`src/rtl/gww_pkg.sv`:
```
// Greedy word wrap: shared constants, character codes, step codes and the
// microcode table of the control sequencer. No dependencies.
package gww_pkg;

  localparam int MaxWord = 32;
  localparam int LenW    = $clog2(MaxWord + 1);
  localparam int AddrW   = (MaxWord > 1) ? $clog2(MaxWord) : 1;
  localparam int CharW   = 7;
  localparam int LineW   = 8;
  localparam int WleftW  = 10;

  localparam logic [CharW-1:0] CH_NUL = 7'd0;
  localparam logic [CharW-1:0] CH_TAB = 7'd9;
  localparam logic [CharW-1:0] CH_NL  = 7'd10;
  localparam logic [CharW-1:0] CH_SP  = 7'd32;

  localparam logic [LineW-1:0] RESET_WIDTH = 8'd23;

  // sequencer step codes
  localparam int PcW = 3;
  localparam logic [PcW-1:0] S_IDLE    = 3'd0;
  localparam logic [PcW-1:0] S_FIT     = 3'd1;
  localparam logic [PcW-1:0] S_LETTERS = 3'd2;
  localparam logic [PcW-1:0] S_SPACE   = 3'd3;
  localparam logic [PcW-1:0] S_NLOUT   = 3'd4;

  typedef enum logic [1:0] {OE_NONE, OE_ALWAYS, OE_WRAP} oe_e;
  typedef enum logic [1:0] {OSEL_NL, OSEL_LETTER, OSEL_SPACE} osel_e;
  typedef enum logic [1:0] {LAST_NO, LAST_YES, LAST_IF_NOT_NL} last_e;
  typedef enum logic [1:0] {WOP_HOLD, WOP_FIT, WOP_NUL_RELOAD, WOP_RELOAD} wop_e;
  typedef enum logic [2:0] {BR_DISPATCH, BR_NEXT, BR_LOOP, BR_NL_OR_IDLE, BR_IDLE} br_e;
  typedef enum logic [1:0] {IDX_HOLD, IDX_CLEAR, IDX_INC} idx_e;

  typedef struct packed {
    logic  fetch;
    oe_e   oe;
    osel_e osel;
    last_e last;
    wop_e  wop;
    idx_e  idx;
    logic  clr_word;
    br_e   br;
  } ctrl_t;

  function automatic ctrl_t ucode(logic [PcW-1:0] pc);
    ctrl_t w;
    w = '{fetch: 1'b1, oe: OE_NONE, osel: OSEL_NL, last: LAST_NO, wop: WOP_HOLD,
          idx: IDX_HOLD, clr_word: 1'b0, br: BR_DISPATCH};
    unique case (pc)
      S_FIT: begin
        w = '{fetch: 1'b0, oe: OE_WRAP, osel: OSEL_NL, last: LAST_NO, wop: WOP_FIT,
              idx: IDX_CLEAR, clr_word: 1'b0, br: BR_NEXT};
      end
      S_LETTERS: begin
        w = '{fetch: 1'b0, oe: OE_ALWAYS, osel: OSEL_LETTER, last: LAST_NO,
              wop: WOP_HOLD, idx: IDX_INC, clr_word: 1'b0, br: BR_LOOP};
      end
      S_SPACE: begin
        w = '{fetch: 1'b0, oe: OE_ALWAYS, osel: OSEL_SPACE, last: LAST_IF_NOT_NL,
              wop: WOP_NUL_RELOAD, idx: IDX_HOLD, clr_word: 1'b1, br: BR_NL_OR_IDLE};
      end
      S_NLOUT: begin
        w = '{fetch: 1'b0, oe: OE_ALWAYS, osel: OSEL_NL, last: LAST_YES,
              wop: WOP_RELOAD, idx: IDX_HOLD, clr_word: 1'b0, br: BR_IDLE};
      end
      default: begin
      end
    endcase
    return w;
  endfunction

endpackage

```
`src/rtl/gww_ram.sv`:
```
// Generic single-write, single-read RAM with registered read data.
// No dependencies.
module gww_ram #(
  parameter int Width = 8,
  parameter int Depth = 32
) (
  input  logic                     clk_i,
  input  logic                     we_i,
  input  logic [$clog2(Depth)-1:0] waddr_i,
  input  logic [Width-1:0]         wdata_i,
  input  logic [$clog2(Depth)-1:0] raddr_i,
  output logic [Width-1:0]         rdata_o
);

  logic [Width-1:0] mem_q [Depth];
  logic [Width-1:0] rdata_q;

  always_ff @(posedge clk_i) begin
    if (we_i) begin
      mem_q[waddr_i] <= wdata_i;
    end
    rdata_q <= mem_q[raddr_i];
  end

  assign rdata_o = rdata_q;

endmodule

```
`src/rtl/greedy_word_wrap.sv`:
```
// Greedy word wrap top level: microcoded sequencer, word store and output register.
// Depends on gww_pkg and gww_ram.
//
//  channel  | dir | handshake           | payload
//  s_axis   | in  | tvalid/tready       | tdata[6:0] in_char
//  m_axis   | out | tvalid/tready       | tdata[6:0] out_char, tlast last
//  cfg      | in  | we (no wait)        | wdata[7:0] line_width
//
// Letter, space or tab: idle step only. Word end: idle, fit, one letters step per
// letter (one store read each), space, and newline for an input newline; one result
// per cycle, unless the output stalls. Newline alone: idle step, then newline step.
// Reset: line width and remaining width 23, no word held. Output stalls
// freeze the sequencer on any step that emits a request.
module greedy_word_wrap
  import gww_pkg::*;
(
  input  logic       clk_i,
  input  logic       rst_ni,
  input  logic       s_axis_tvalid_i,
  output logic       s_axis_tready_o,
  input  logic [7:0] s_axis_tdata_i,   // [6:0] in_char
  output logic       m_axis_tvalid_o,
  input  logic       m_axis_tready_i,
  output logic [7:0] m_axis_tdata_o,   // [6:0] out_char
  output logic       m_axis_tlast_o,   // last
  input  logic       cfg_we_i,
  input  logic [7:0] cfg_wdata_i       // line_width
);

  logic [PcW-1:0]           pc_q, pc_d;
  logic [CharW-1:0]         char_q, char_d;
  logic [LenW-1:0]          wlen_q, wlen_d;
  logic [LenW-1:0]          idx_q, idx_d;
  logic                     in_word_q, in_word_d;
  logic signed [WleftW-1:0] wleft_q, wleft_d;
  logic [LineW-1:0]         lw_q;
  logic                     out_vld_q, out_vld_d;
  logic [CharW-1:0]         out_char_q, out_char_d;
  logic                     out_last_q, out_last_d;

  ctrl_t                    cw;
  logic [CharW-1:0]         in_char;
  logic                     accept, is_delim, wrap, emit, go;
  logic signed [WleftW-1:0] len_ext, len_p1, lw_ext;
  logic                     ram_we;
  logic [LenW-1:0]          rd_idx;
  logic [CharW-1:0]         ram_rdata;

  assign cw       = ucode(pc_q);
  assign in_char  = s_axis_tdata_i[CharW-1:0];
  assign is_delim = (in_char == CH_NUL) || (in_char == CH_SP) ||
                    (in_char == CH_TAB) || (in_char == CH_NL);
  assign s_axis_tready_o = cw.fetch;
  assign accept   = s_axis_tvalid_i && s_axis_tready_o;

  assign len_ext = $signed({{(WleftW-LenW){1'b0}}, wlen_q});
  assign len_p1  = len_ext + WleftW'(1);
  assign lw_ext  = $signed({{(WleftW-LineW){1'b0}}, lw_q});
  assign wrap    = len_p1 > wleft_q;

  assign emit = (cw.oe == OE_ALWAYS) || ((cw.oe == OE_WRAP) && wrap);
  assign go   = !emit || !out_vld_q || m_axis_tready_i;

  assign ram_we = accept && !is_delim && (wlen_q < LenW'(MaxWord));
  assign rd_idx = (cw.idx == IDX_INC) ? (go ? idx_q + LenW'(1) : idx_q) :
                  (cw.idx == IDX_CLEAR) ? '0 : idx_q;

  gww_ram #(
    .Width(CharW),
    .Depth(MaxWord)
  ) u_store (
    .clk_i  (clk_i),
    .we_i   (ram_we),
    .waddr_i(wlen_q[AddrW-1:0]),
    .wdata_i(in_char),
    .raddr_i(rd_idx[AddrW-1:0]),
    .rdata_o(ram_rdata)
  );

  always_comb begin
    pc_d       = pc_q;
    char_d     = char_q;
    wlen_d     = wlen_q;
    idx_d      = idx_q;
    in_word_d  = in_word_q;
    wleft_d    = wleft_q;
    out_vld_d  = out_vld_q;
    out_char_d = out_char_q;
    out_last_d = out_last_q;

    if (m_axis_tready_i) begin
      out_vld_d = 1'b0;
    end

    if (go) begin
      if (emit) begin
        out_vld_d = 1'b1;
        unique case (cw.osel)
          OSEL_LETTER: out_char_d = ram_rdata;
          OSEL_SPACE:  out_char_d = CH_SP;
          default:     out_char_d = CH_NL;
        endcase
        unique case (cw.last)
          LAST_YES:       out_last_d = 1'b1;
          LAST_IF_NOT_NL: out_last_d = (char_q != CH_NL);
          default:        out_last_d = 1'b0;
        endcase
      end

      unique case (cw.wop)
        WOP_FIT:        wleft_d = wrap ? lw_ext - len_ext : wleft_q - len_p1;
        WOP_NUL_RELOAD: if (char_q == CH_NUL) wleft_d = lw_ext;
        WOP_RELOAD:     wleft_d = lw_ext;
        default:        ;
      endcase

      unique case (cw.idx)
        IDX_CLEAR: idx_d = '0;
        IDX_INC:   idx_d = idx_q + LenW'(1);
        default:   ;
      endcase

      if (cw.clr_word) begin
        wlen_d    = '0;
        in_word_d = 1'b0;
      end

      unique case (cw.br)
        BR_NEXT:       pc_d = pc_q + PcW'(1);
        BR_LOOP:       pc_d = (idx_q + LenW'(1) == wlen_q) ? pc_q + PcW'(1) : pc_q;
        BR_NL_OR_IDLE: pc_d = (char_q == CH_NL) ? pc_q + PcW'(1) : S_IDLE;
        BR_IDLE:       pc_d = S_IDLE;
        default: begin
          if (accept) begin
            char_d = in_char;
            if (!is_delim) begin
              in_word_d = 1'b1;
              if (ram_we) wlen_d = wlen_q + LenW'(1);
            end else if (in_word_q) begin
              pc_d = S_FIT;
            end else if (in_char == CH_NL) begin
              pc_d = S_NLOUT;
            end else if (in_char == CH_NUL) begin
              wleft_d = lw_ext;
            end
          end
        end
      endcase
    end
  end

  always_ff @(posedge clk_i or negedge rst_ni) begin
    if (!rst_ni) begin
      pc_q      <= S_IDLE;
      wlen_q    <= '0;
      in_word_q <= 1'b0;
      wleft_q   <= $signed({{(WleftW-LineW){1'b0}}, RESET_WIDTH});
      lw_q      <= RESET_WIDTH;
      out_vld_q <= 1'b0;
    end else begin
      pc_q      <= pc_d;
      wlen_q    <= wlen_d;
      in_word_q <= in_word_d;
      wleft_q   <= wleft_d;
      out_vld_q <= out_vld_d;
      if (cfg_we_i) begin
        lw_q <= cfg_wdata_i;
      end
    end
  end

  always_ff @(posedge clk_i) begin
    char_q     <= char_d;
    idx_q      <= idx_d;
    out_char_q <= out_char_d;
    out_last_q <= out_last_d;
  end

  assign m_axis_tvalid_o = out_vld_q;
  assign m_axis_tdata_o  = {1'b0, out_char_q};
  assign m_axis_tlast_o  = out_last_q;

  a_len_bound: assert property (@(posedge clk_i) disable iff (!rst_ni)
    wlen_q <= LenW'(MaxWord))
    else $error("word length above limit");

  a_word_flag: assert property (@(posedge clk_i) disable iff (!rst_ni)
    in_word_q == (wlen_q != '0))
    else $error("word flag and length disagree");

  a_idx_range: assert property (@(posedge clk_i) disable iff (!rst_ni)
    (pc_q == S_LETTERS) |-> (idx_q < wlen_q))
    else $error("letter index past word end");

  a_fit_word: assert property (@(posedge clk_i) disable iff (!rst_ni)
    (pc_q == S_FIT) |-> in_word_q)
    else $error("fit step without a word");

endmodule
```
`config.mk`:
```
export PLATFORM = sky130hd
export DESIGN_NAME = greedy_word_wrap
export DESIGN_NICKNAME = d
export VERILOG_FILES = /design/src/rtl/gww_pkg.sv /design/src/rtl/gww_ram.sv /design/src/rtl/greedy_word_wrap.sv
export SDC_FILE = /design/constraint.sdc
export NUM_CORES = 1
export LEC_CHECK = 0
export BUFFER_PORTS_ARGS = -buffer_cell sky130_fd_sc_hd__buf_2
export CAP_MARGIN = 20
export CELL_PAD_IN_SITES_DETAIL_PLACEMENT = 0
export CELL_PAD_IN_SITES_GLOBAL_PLACEMENT = 2
export CORE_UTILIZATION = 51
export CTS_BUF_LIST = sky130_fd_sc_hd__clkbuf_16
export DETAILED_ROUTE_END_ITERATION = 16
export PLACE_DENSITY = 0.87
export SYNTH_ARGS = -nofsm -noshare
export SYNTH_HDL_FRONTEND = slang
export SYNTH_HIERARCHICAL = 1
export SYNTH_SLANG_ARGS = --single-unit
```
`constraint.sdc`:
```
create_clock -name clk_i -period 9.6 [get_ports clk_i]
set_clock_uncertainty 0.05 [all_clocks]
set_input_delay 0.96 -clock clk_i [delete_from_list [all_inputs] [get_ports clk_i]]
set_output_delay 0.96 -clock clk_i [all_outputs]
set_load 0.05 [all_outputs]
```
-- After elaboration in Yosys (flattened, before gate mapping)
Memories as Yosys holds them, arrays and structs flattened. A register that Yosys moved wholly into a read port is not among the register bits.
Cells that the tools add are included.
- add/subtract/negate cells: 6
- $lt $le $gt $ge: 2
- equality and inequality tests: 26
- mux-type cells: 37
- bitwise logic cells: 1
- reductions and logical operators: 24
- operator list (operator ; count):
    2-to-1 mux 10 bit ; 8
    one-hot mux 15 bit (4 select lines) ; 1
    2-to-1 mux 6 bit ; 5
    one-hot mux 10 bit (3 select lines) ; 1
    equality test 7 x 4 -> 1 bit (second input constant) ; 3
    2-to-1 mux 3 bit ; 6
    2-to-1 mux 5 bit ; 3
    zero test 7 bit ; 2
    one-hot mux 7 bit (2 select lines) ; 1
    adder 6 x 1 -> 6 bit (second input constant) ; 2
    equality test 2 bit (second input constant) ; 6
    equality test 3 x 2 -> 1 bit (second input constant) ; 4
    one-hot mux 3 bit (4 select lines) ; 1
    one-hot mux 6 bit (2 select lines) ; 1
    equality test 2 x 1 -> 1 bit (second input constant) ; 5
    greater-than comparator 8 x 10 -> 1 bit ; 1
    nonzero test 5 bit ; 2
    subtractor 10 x 8 -> 10 bit ; 1
    2-to-1 mux 1 bit ; 9
    subtractor 8 x 6 -> 9 bit ; 1
    adder 6 x 1 -> 7 bit (second input constant) ; 1
    equality test 7 x 6 -> 1 bit (second input constant) ; 1
    != test 7 x 4 -> 1 bit (second input constant) ; 1
    equality test 3 x 1 -> 1 bit (second input constant) ; 2
    other kinds (16) ; 28
- register bits: 50
- bits in writable memories: 224
- input bits: 21
- output and inout port bits: 11
- logic and storage cells: 107
- memories kept: 1
- memory list (name ; depth ; width ; read ports ; clocked after memory_dff ; write ports ; line ; text):
    u_store.mem_q ; 32 ; 7 ; 1 ; 1 ; 1 ; gww_ram.sv:15 ; logic [Width-1:0] mem_q [Depth];

-- Logic depth before layout (Yosys ltp)
Gate-level depths: netlist of run 1.
- depth after elaboration: 11
- gate-level depth with buffers: 17
- gate-level depth less buffers: 14

-- By module
Netlist of run 1, hierarchy kept.
- by module, submodules not included (module ; times used ; cells each ; area each (sq um) ; sequential area each (sq um)):
    gww_ram ; 1 ; 370 ; 8833.5 ; 6866.6
    greedy_word_wrap ; 1 ; 393 ; 3726.1 ; 1366.3

-- Least setup slack after synthesis of run 1
No wires, ideal clock.
- path kind: flip-flop to flip-flop
- start: register wlen_q[0]
- end: register u_store.rdata_q[0], in the netlist u_store/rdata_o[0] (read register of u_store.mem_q)
- setup time: 121 ps
- data arrival time: 4508 ps
- required time: 9429 ps
- slack: 4921 ps
- stages on the path, launching flop included: 17
- path buffers: 3
- clock period less this slack: 4679 ps
- path through: dfrtp_1 -> ha_1 -> fa_1 -> nor2b_1 -> a311o_1 -> maj3_2 -> a211oi_2 -> nor3_4 -> o21ba_2 -> buf_6 -> nand3_1 -> mux2i_1 -> clkbuf_1 -> clkbuf_1 -> mux4_2 -> mux4_2 -> mux2_2
- longest elaborated chain between the ends: 9
- ends and longest elaborated chain (item ; line ; text):
    from (decl) ; greedy_word_wrap.sv:32 ; logic [LenW-1:0] wlen_q, wlen_d;
    from (signal assigned) ; greedy_word_wrap.sv:162 ; wlen_q <= wlen_d;
    adder 6 x 1 -> 7 bit ; greedy_word_wrap.sv:57 ; assign len_p1 = len_ext + WleftW'(1);
    greater-than comparator 8 x 10 -> 1 bit ; greedy_word_wrap.sv:59 ; assign wrap = len_p1 > wleft_q;
    logical AND 1 bit ; greedy_word_wrap.sv:61 ; assign emit = (cw.oe == OE_ALWAYS) || ((cw.oe == OE_WRAP) && wrap);
    logical OR 1 bit ; greedy_word_wrap.sv:61 ;
    zero test 1 bit ; greedy_word_wrap.sv:62 ; assign go = !emit || !out_vld_q || m_axis_tready_i;
    logical OR 1 bit (2 in series) ; greedy_word_wrap.sv:62 ;
    2-to-1 mux 5 bit (2 in series) ; greedy_word_wrap.sv:65 ; assign rd_idx = (cw.idx == IDX_INC) ? (go ? idx_q + LenW'(1) : idx_q) :
    via rd_idx[2] ; greedy_word_wrap.sv:46 ; logic [LenW-1:0] rd_idx;
    to (decl) ; gww_ram.sv:16 ; logic [Width-1:0] rdata_q;
The timed path passes the listed nets, and every way through them passes these cells.
A chain may end at the register's enable or synchronous reset.

-- Worst setup path in the final report of run 1
- start: register wlen_q[0]
- end: register u_store.rdata_q[1], in the netlist u_store/rdata_o[1] (read register of u_store.mem_q)
Same word-level chain as after synthesis.

==> results of run 1 <==
-- power groups by stage --
stage               Combinational (uW)  Sequential [uW]  Clock (uW)
floorplan                         1390             1610           0
global route                      2020             1590        1130
CTS                               1850             1580        1090
detailed placement                1840             1600           0
finish                            1870             1580        1070
global placement                  1810             1590           0
-- final timing paths --
kind / startpoint / to / slack, ns / depth (start not counted)
setup / recovery: wlen_q[0] / u_store/rdata_o[1] / 3.69 / 15
hold / removal: rst_ni / lw_q[3] / 0.41 / 1
setup reg to reg: wlen_q[0] / u_store/rdata_o[1] / 3.69 / 15
hold reg to reg: wleft_q[6] / wleft_q[6] / 0.45 / 1
max in group asynchronous: rst_ni / wlen_q[1] / 8.62 / 1
min in group clk_i: wleft_q[6] / wleft_q[6] / 0.45 / 1
-- Yosys cell counts (5+ instances only) --
cell type	n	area (um2)
nand3_1	14	70.07
mux4_2	70	1577
buf_6	6	67.56
a21oi_1	25	125.1
and2_1	8	50.05
ha_1	18	225.2
nand3b_1	6	45.04
mux2_2	15	168.9
dfstp_2	8	210.2
nand2_1	26	97.59
xor2_1	6	52.55
nor2b_1	12	75.07
nand2b_1	8	50.05
o22ai_1	7	43.79
nor3_1	7	35.03
a21o_1	5	37.54
dfrtp_1	21	525.5
o21ai_0	18	90.09
edfxtp_1	245	7357
a211oi_1	5	37.54
xnor2_1	16	140.1
mux2i_1	11	110.1
clkbuf_1	15	56.30
nor2_1	63	236.5
a22o_1	6	52.55
o31ai_1	6	45.04
inv_1	29	108.9
dfxtp_1	7	140.1
-- cells in the final DEF (no fill, tap or decap), drive strengths merged, types with 4 or more instances in the layout --
cell type  instances
o21a               4
o22ai              7
xor2               6
clkinv            12
a211oi             7
clkbuf            29
mux4              70
mux2i             11
and2               8
nor2              63
o21ai             18
nand2b             8
a21oi             25
nand3             15
dfstp              8
nand3b             6
nor3               8
a22o               6
ha                18
o31ai              6
edfxtp           245
xnor2             19
dfxtp              7
a31oi              5
nor2b             12
a21o               5
inv               36
buf               37
nand2             26
dfrtp             21
and3               5
o211ai             4
mux2              18
-- metal layers --
metal  up-vias  GRT usage, %  share of wire [%]
li1       3070             -                  -
met1      3558         31.02                 44
met2       194         33.19                 48
met3        41         3.022                5.7
met4         0         5.551                1.9
met5         -             0                  0
-- registers in the layout (all words and copies together) (netlist names) --
| signal | count |
|---|---|
| in_word_q | 1 |
| wleft_q | 10 |
| out_char_q | 7 |
| idx_q | 6 |
| m_axis_tvalid_o | 1 |
| char_q | 7 |
| u_store/mem_q | 224 |
| wlen_q | 6 |
| pc_q | 3 |
| u_store/rdata_o | 7 |
| m_axis_tlast_o | 1 |
| lw_q | 8 |
-- cell type report --
cell class                 count  share of cell area (%)
timing repair buffer          37                   1.669
tap                          324                   2.908
clock buffer                  29                   5.205
inverter                      29                  0.7808
clock inverter                24                   1.292
sequential                   281                   59.05
multi-input combinational    421                   29.09
-- worst register-to-register path: stages, from the launching register on --
cell and delay (ns):
dfrtp_1 0.59, ha_1 0.34, fa_1 0.46, nor2b_1 0.18
a311o_1 0.19, maj3_2 0.25, a211oi_2 0.09, nor3_4 0.71
o21ba_2 0.49, a21oi_1 0.17, nor2_4 0.13, buf_4 0.37
buf_16 0.33, mux4_2 0.61, mux4_2 0.55, mux2_2 0.31
-- kinds of logic (layout without fill, tap and decap cells) --
kind of cell / Yosys count / after routing / synth area share, %
compound gates: 108 / 108 / 5.928
xor+xnor: 25 / 25 / 2.102
fa+ha+maj: 23 / 23 / 2.361
buf+inv: 61 / 119 / 2.311
flops: 281 / 281 / 65.55
mux: 99 / 99 / 15.13
other cells: 1 / 1 / 0.02986
simple gates: 165 / 165 / 6.585
-- stage by stage --
step | instance area [um2] | util, % | hold WS (ns)
floorplan | 12560 | - | 0.4125
global placement | 12990 | 53.59 | 0.4442
detailed placement | 12990 | 53.59 | 0.4372
CTS | 13900 | 57.32 | 0.4219
global route | 13940 | 57.50 | 0.4595
finish | 13940 | 57.50 | 0.4121
==> impl_metrics.py, run 1 <==
metrics = {
    "routing": {
        "ant_nets": 0,
        "via_per_inst": 5.994,
        "initialDrtViolationCount": 689,
        "vias": 6863,
        "drc": 0,
        "drt_first_pass_iters": 5,
        "routed_wl_um": 25900,
        "wire_per_inst_um": 22.62,
    },
    "floorplanning": {
        "initial_core_util_pct": 51.80,
        "dieHeight_um": 158.9,
        "row_count": 57,
        "core_region_area_mm2": 0.02425,
        "io_pins": 32,
        "die_w_um": 158.9,
        "die-area_mm2": 0.02526,
    },
    "final_layout": {
        "fillerInstances": 1839,
        "layout.nets": 840,
        "fin_cells": 1145,
        "seqCellArea_mm2": 0.008233,
        "syn2layout_area_growth_pct": 11.01,
        "antenna_cells": 0,
        "drive_gt1_share_pct": 23.26,
        "multiInputGateArea_mm2": 0.004056,
    },
    "clock_tree": {
        "root_buffer": "clkbuf_16",
        "post_cts_buffers": 0,
        "clockBufferDepth": 3,
        "clk_latency_ns": 0.55,
        "cts_made_buffers": 29,
        "clkTransAtPathRegs_ns": 0.06,
        "cts_resized": 0,
        "hold_buffers": 0,
        "cts_sinks": 281,
        "tritoncts": "built",
        "htree_levels": 1,
    },
    "placement": {
        "numPortBuffers": 29,
        "place_inst": 1090,
        "gp_congestion": 0.8120,
        "place_ws_ns": 3.387,
        "hpwl_um": 16470,
    },
    "synthesis": {
        "synthCells": 763,
        "ys_warn_count": 6,
        "ys_seq_elements": 281,
        "syn_avg_cell_area_um2": 16.46,
        "seq_area_frac_synth_pct": 65.55,
        "syn_area_mm2": 0.01256,
        "synth_cell_type_count": 71,
        "synth_fp_nets": 804,
        "synth_async_sr_flop_share_pct": 10.32,
        "synth_edf_count": 245,
        "synthFlopType": "edfxtp_1",
    },
    "setup_path": {
        "crit_type": "reg -> reg",
        "path_delay_family": "multiplexers",
        "worst_setup_path_end_kind": "register",
        "cp_max_fo": 37,
        "start_kind": "register",
        "critPathSlowestCell": "nor3_4",
        "critPathBufInv": 2,
        "critical_path.max_stage_delay_ns": 0.71,
        "cp.required_ns": 9.99,
        "crit_chain": "ha_1, fa_1, nor2b_1, a311o_1, maj3_2, a211oi_2, nor3_4, o21ba_2, a21oi_1, nor2_4, buf_4, buf_16, mux4_2, mux4_2, mux2_2",
        "worstPathArrival_ns": 6.30,
        "critPathMostFrequentCell": "mux4_2",
    },
    "timing": {
        "worstMarginPinSlew_ns": 0.8342,
        "finalCritPeriodShare_pct": 61.56,
        "rsz0062_at_grt": "no",
        "timing.fmax_ghz": 0.1692,
        "setup_slack_ns": 3.690,
        "slew_headroom_pct": 44.39,
        "fin_tns_setup_ns": 0,
        "hold_viol_final": 0,
        "period_needed_ns": 5.910,
        "setup_viol": 0,
        "slew_viol_final": 0,
    },
    "power_and_ir_drop": {
        "powerDensity_mw_per_mm2": 323.6,
        "peakVddDrop_mv": 0.1621,
        "combinationalPowerShare_pct": 41.4,
        "p_total_uw": 4511,
        "p_int_uw": 2938,
        "power.leakage_uw": 0.004707,
        "switching_power_uw": 1573,
        "switching_share_pct": 34.87,
        "seqPwrFrac_pct": 35.0,
        "clockPowerShare_pct": 23.7,
    },
    "global_route": {
        "grt_pass1_wl_um": 40500,
        "grt_use_total_pct": 21.03,
        "overflow": 0,
        "antenna_found_initial": 0,
        "grt_pass1_vias": 6933,
        "grt_start_max_net_pins": 57,
    },
    "hold_path": {
        "min-delay-path-class": "in -> async",
    },
    "status": {
        "run_status": "finished clean",
    },
    "flow_run": {
        "drv_cap": 0,
    },
}
No activity file was read; power rests on OpenSTA's default activity.
==> run 2: changes to the inputs <==
- ABC_AREA: unset -> 1
- CORE_UTILIZATION: 51 -> 41
- PLACE_DENSITY: 0.87 -> 0.82
- clock period: 9.6 -> 5.8 ns (I/O delays scaled with it)
==> impl_metrics.py, run 2 <==
metrics = {
    "status": {
        "run_status": "finished clean",
    },
    "final_layout": {
        "fin_cells": 1834,
        "largest_reg_flops": 224,
        "layout_commonest_cell": "nand2_1",
        "drive_gt1_share_pct": 9.578,
        "top_regs": "u_store/mem_q (224), wleft_q (10), lw_q (8)",
        "fin_area_mm2": 0.01472,
        "layout.nets": 1419,
        "syn2layout_area_growth_pct": 10.15,
        "regMostFlops": "u_store/mem_q",
        "antenna_cells": 0,
        "fillerInstances": 2997,
        "mostFrequentLayoutCells": "453 x nand2_1, 259 x nand3_1, 245 x edfxtp_1",
    },
    "floorplanning": {
        "row_count": 65,
        "die_w_um": 182.5,
        "die-area_mm2": 0.03332,
        "initial_core_util_pct": 42.02,
        "core_region_area_mm2": 0.03180,
        "io_pins": 32,
        "dieHeight_um": 182.5,
    },
    "synthesis": {
        "synth_fa_ha_area_share_pct": 1.985,
        "syn_avg_cell_area_um2": 9.825,
        "netlist.area_leader.share_pct": 55.06,
        "synth_top_cell_by_area": "edfxtp_1",
        "ys_warn_count": 6,
        "synth-xor-area-share_pct": 0.9832,
        "yosys.area_share.simple_pct": 27.04,
        "synth_fp_nets": 1401,
        "synth_top_family_by_area": "simple AND/OR/NAND/NOR gates",
        "synthCells": 1360,
        "synth_async_sr_flop_share_pct": 10.32,
        "synth_edf_count": 245,
        "seq_area_frac_synth_pct": 61.62,
        "ys_seq_elements": 281,
        "synth-compound-area-share_pct": 3.090,
        "yosysMostFrequentCell": "nand2_1",
        "synthFlopType": "edfxtp_1",
        "synth.area.top_cells": "edfxtp_1 55%, nand2_1 13%, nand3_1 9.7%, dfrtp_1 3.9%, inv_1 2.1%",
        "syn_area_mm2": 0.01336,
        "synthTopCellsByCount": "454 x nand2_1, 259 x nand3_1, 245 x edfxtp_1",
        "synth_cell_type_count": 43,
        "muxShareOfSynthArea_pct": 0,
    },
    "timing": {
        "rsz0062_at_grt": "no",
        "worstMarginPinSlew_ns": 0.8265,
        "period_needed_ns": 4.711,
        "slew_headroom_pct": 44.70,
        "finalCritPeriodShare_pct": 81.22,
        "slew_viol_final": 0,
        "timing.fmax_ghz": 0.2123,
        "holdWs_ns": 0.04020,
        "setup_viol": 0,
        "fin_tns_setup_ns": 0,
        "hold_viol_final": 0,
    },
    "power_and_ir_drop": {
        "seqPwrFrac_pct": 31.2,
        "switching_power_uw": 3827,
        "p_int_uw": 4657,
        "p_total_uw": 8483,
        "peakVddDrop_mv": 0.3785,
        "switching_share_pct": 45.11,
        "power.leakage_uw": 0.005824,
        "clockPowerShare_pct": 21.0,
        "combinationalPowerShare_pct": 47.9,
        "powerDensity_mw_per_mm2": 576.4,
    },
    "setup_path": {
        "worstPathArrival_ns": 5.15,
        "startpoint": "wlen_q[0]",
        "r2r-end": "u_store/rdata_o[2]",
        "cp.required_ns": 6.24,
        "crit_type": "reg -> reg",
        "rr_startpoint": "wlen_q[0]",
        "critPathMostFrequentCell": "nand2_1",
        "critical_path.max_stage_delay_ns": 0.57,
        "ff2ff_setup_slack_ns": 1.09,
        "r2r_cells": 28,
        "critPathSlowestCell": "dfrtp_1",
        "cp_max_fo": 56,
        "worst_setup_path_end_kind": "register",
        "start_kind": "register",
    },
    "clock_tree": {
        "clockBufferDepth": 3,
        "tritoncts": "built",
        "htree_levels": 1,
        "clk_latency_ns": 0.55,
        "root_buffer": "clkbuf_16",
        "clkTransAtPathRegs_ns": 0.06,
        "cts_sinks": 281,
        "cts_resized": 0,
        "cts_made_buffers": 31,
        "post_cts_buffers": 0,
        "hold_buffers": 0,
    },
    "routing": {
        "vias": 9252,
        "wirelength_met1_um": 16060,
        "drt_first_pass_iters": 5,
        "dr_wl_met3_um": 1746,
        "ant_nets": 0,
        "highest_layer": "met4",
        "routed-wl-met2_um": 14120,
        "drc": 0,
        "wire_per_inst_um": 17.66,
        "initialDrtViolationCount": 677,
        "via_per_inst": 5.045,
        "routed_wl_um": 32400,
    },
    "placement": {
        "place_inst": 1780,
        "hpwl_um": 20980,
        "gp_congestion": 0.8292,
        "postPlaceCellArea_mm2": 0.01380,
        "numPortBuffers": 29,
    },
    "global_route": {
        "grt_use_total_pct": 20.18,
        "antenna_found_initial": 0,
        "grt_pass1_vias": 9015,
        "grt_start_max_net_pins": 113,
        "overflow": 0,
        "grt_pass1_wl_um": 51470,
    },
    "hold_path": {
        "min-delay-path-class": "in -> async",
    },
    "flow_run": {
        "drv_cap": 0,
    },
}
run 2: metal layers:
layer  up-vias  GRT usage, %
met5         -             0
met4         0         3.899
met3        31         2.934
met2       192         30.70
met1      4391         30.62
li1       4638             -
run 2: worst max-delay path, delay by kind of cell (launching register included):
family | cells | cell delay [ns]
simple gates | 20 | 2.20
fa+ha+maj | 2 | 0.63
flops | 1 | 0.57
buf+inv | 6 | 1.11
run 2: kinds of logic after synthesis:
logic type | count (synthesis)
and+or+nand+nor | 828
adders and majority gates | 20
xor gates and xnor gates | 15
AOI/OAI and AO/OA | 75
other | 1
DFF | 281
buffers and inverters | 140
run 2: final cells by class:
type | count | area (um2) | share of cell area (%)
repair buffers | 41 | 272.8 | 1.853
flip-flops and latches | 281 | 8233 | 55.94
multi-input cells | 939 | 4429 | 30.09
well taps | 435 | 544.3 | 3.698
clock inverters | 23 | 143.9 | 0.9776
clock buffers | 31 | 775.7 | 5.271
inverters | 84 | 319.1 | 2.168
run 2: worst max path at each step:
stage                          to  slack [ns]
3_5_place_dp   u_store/rdata_o[6]        1.07
2_1_floorplan  u_store/rdata_o[5]        2.47
3_3_place_gp   u_store/rdata_o[2]        1.08
6_report       u_store/rdata_o[2]        1.09
4_1_cts        u_store/rdata_o[6]        1.05
5_1_grt        u_store/rdata_o[2]        0.54
run 2: power by group through the flow:
stage	combinational, uW	sequential [uW]	clock (uW)
detailed placement	4090	2680	0
global placement	4060	2680	0
floorplan	3060	2700	0
global route	4620	2670	1900
CTS	4110	2640	1820
finish	4060	2640	1780
run 2: through the flow:
stage	util [%]	worst slack [ns]
after floorplan	-	2.472
after global placement	43.39	1.084
after detailed placement	43.39	1.072
after CTS	46.28	1.049
after global routing	46.28	0.5399
final	46.28	1.089
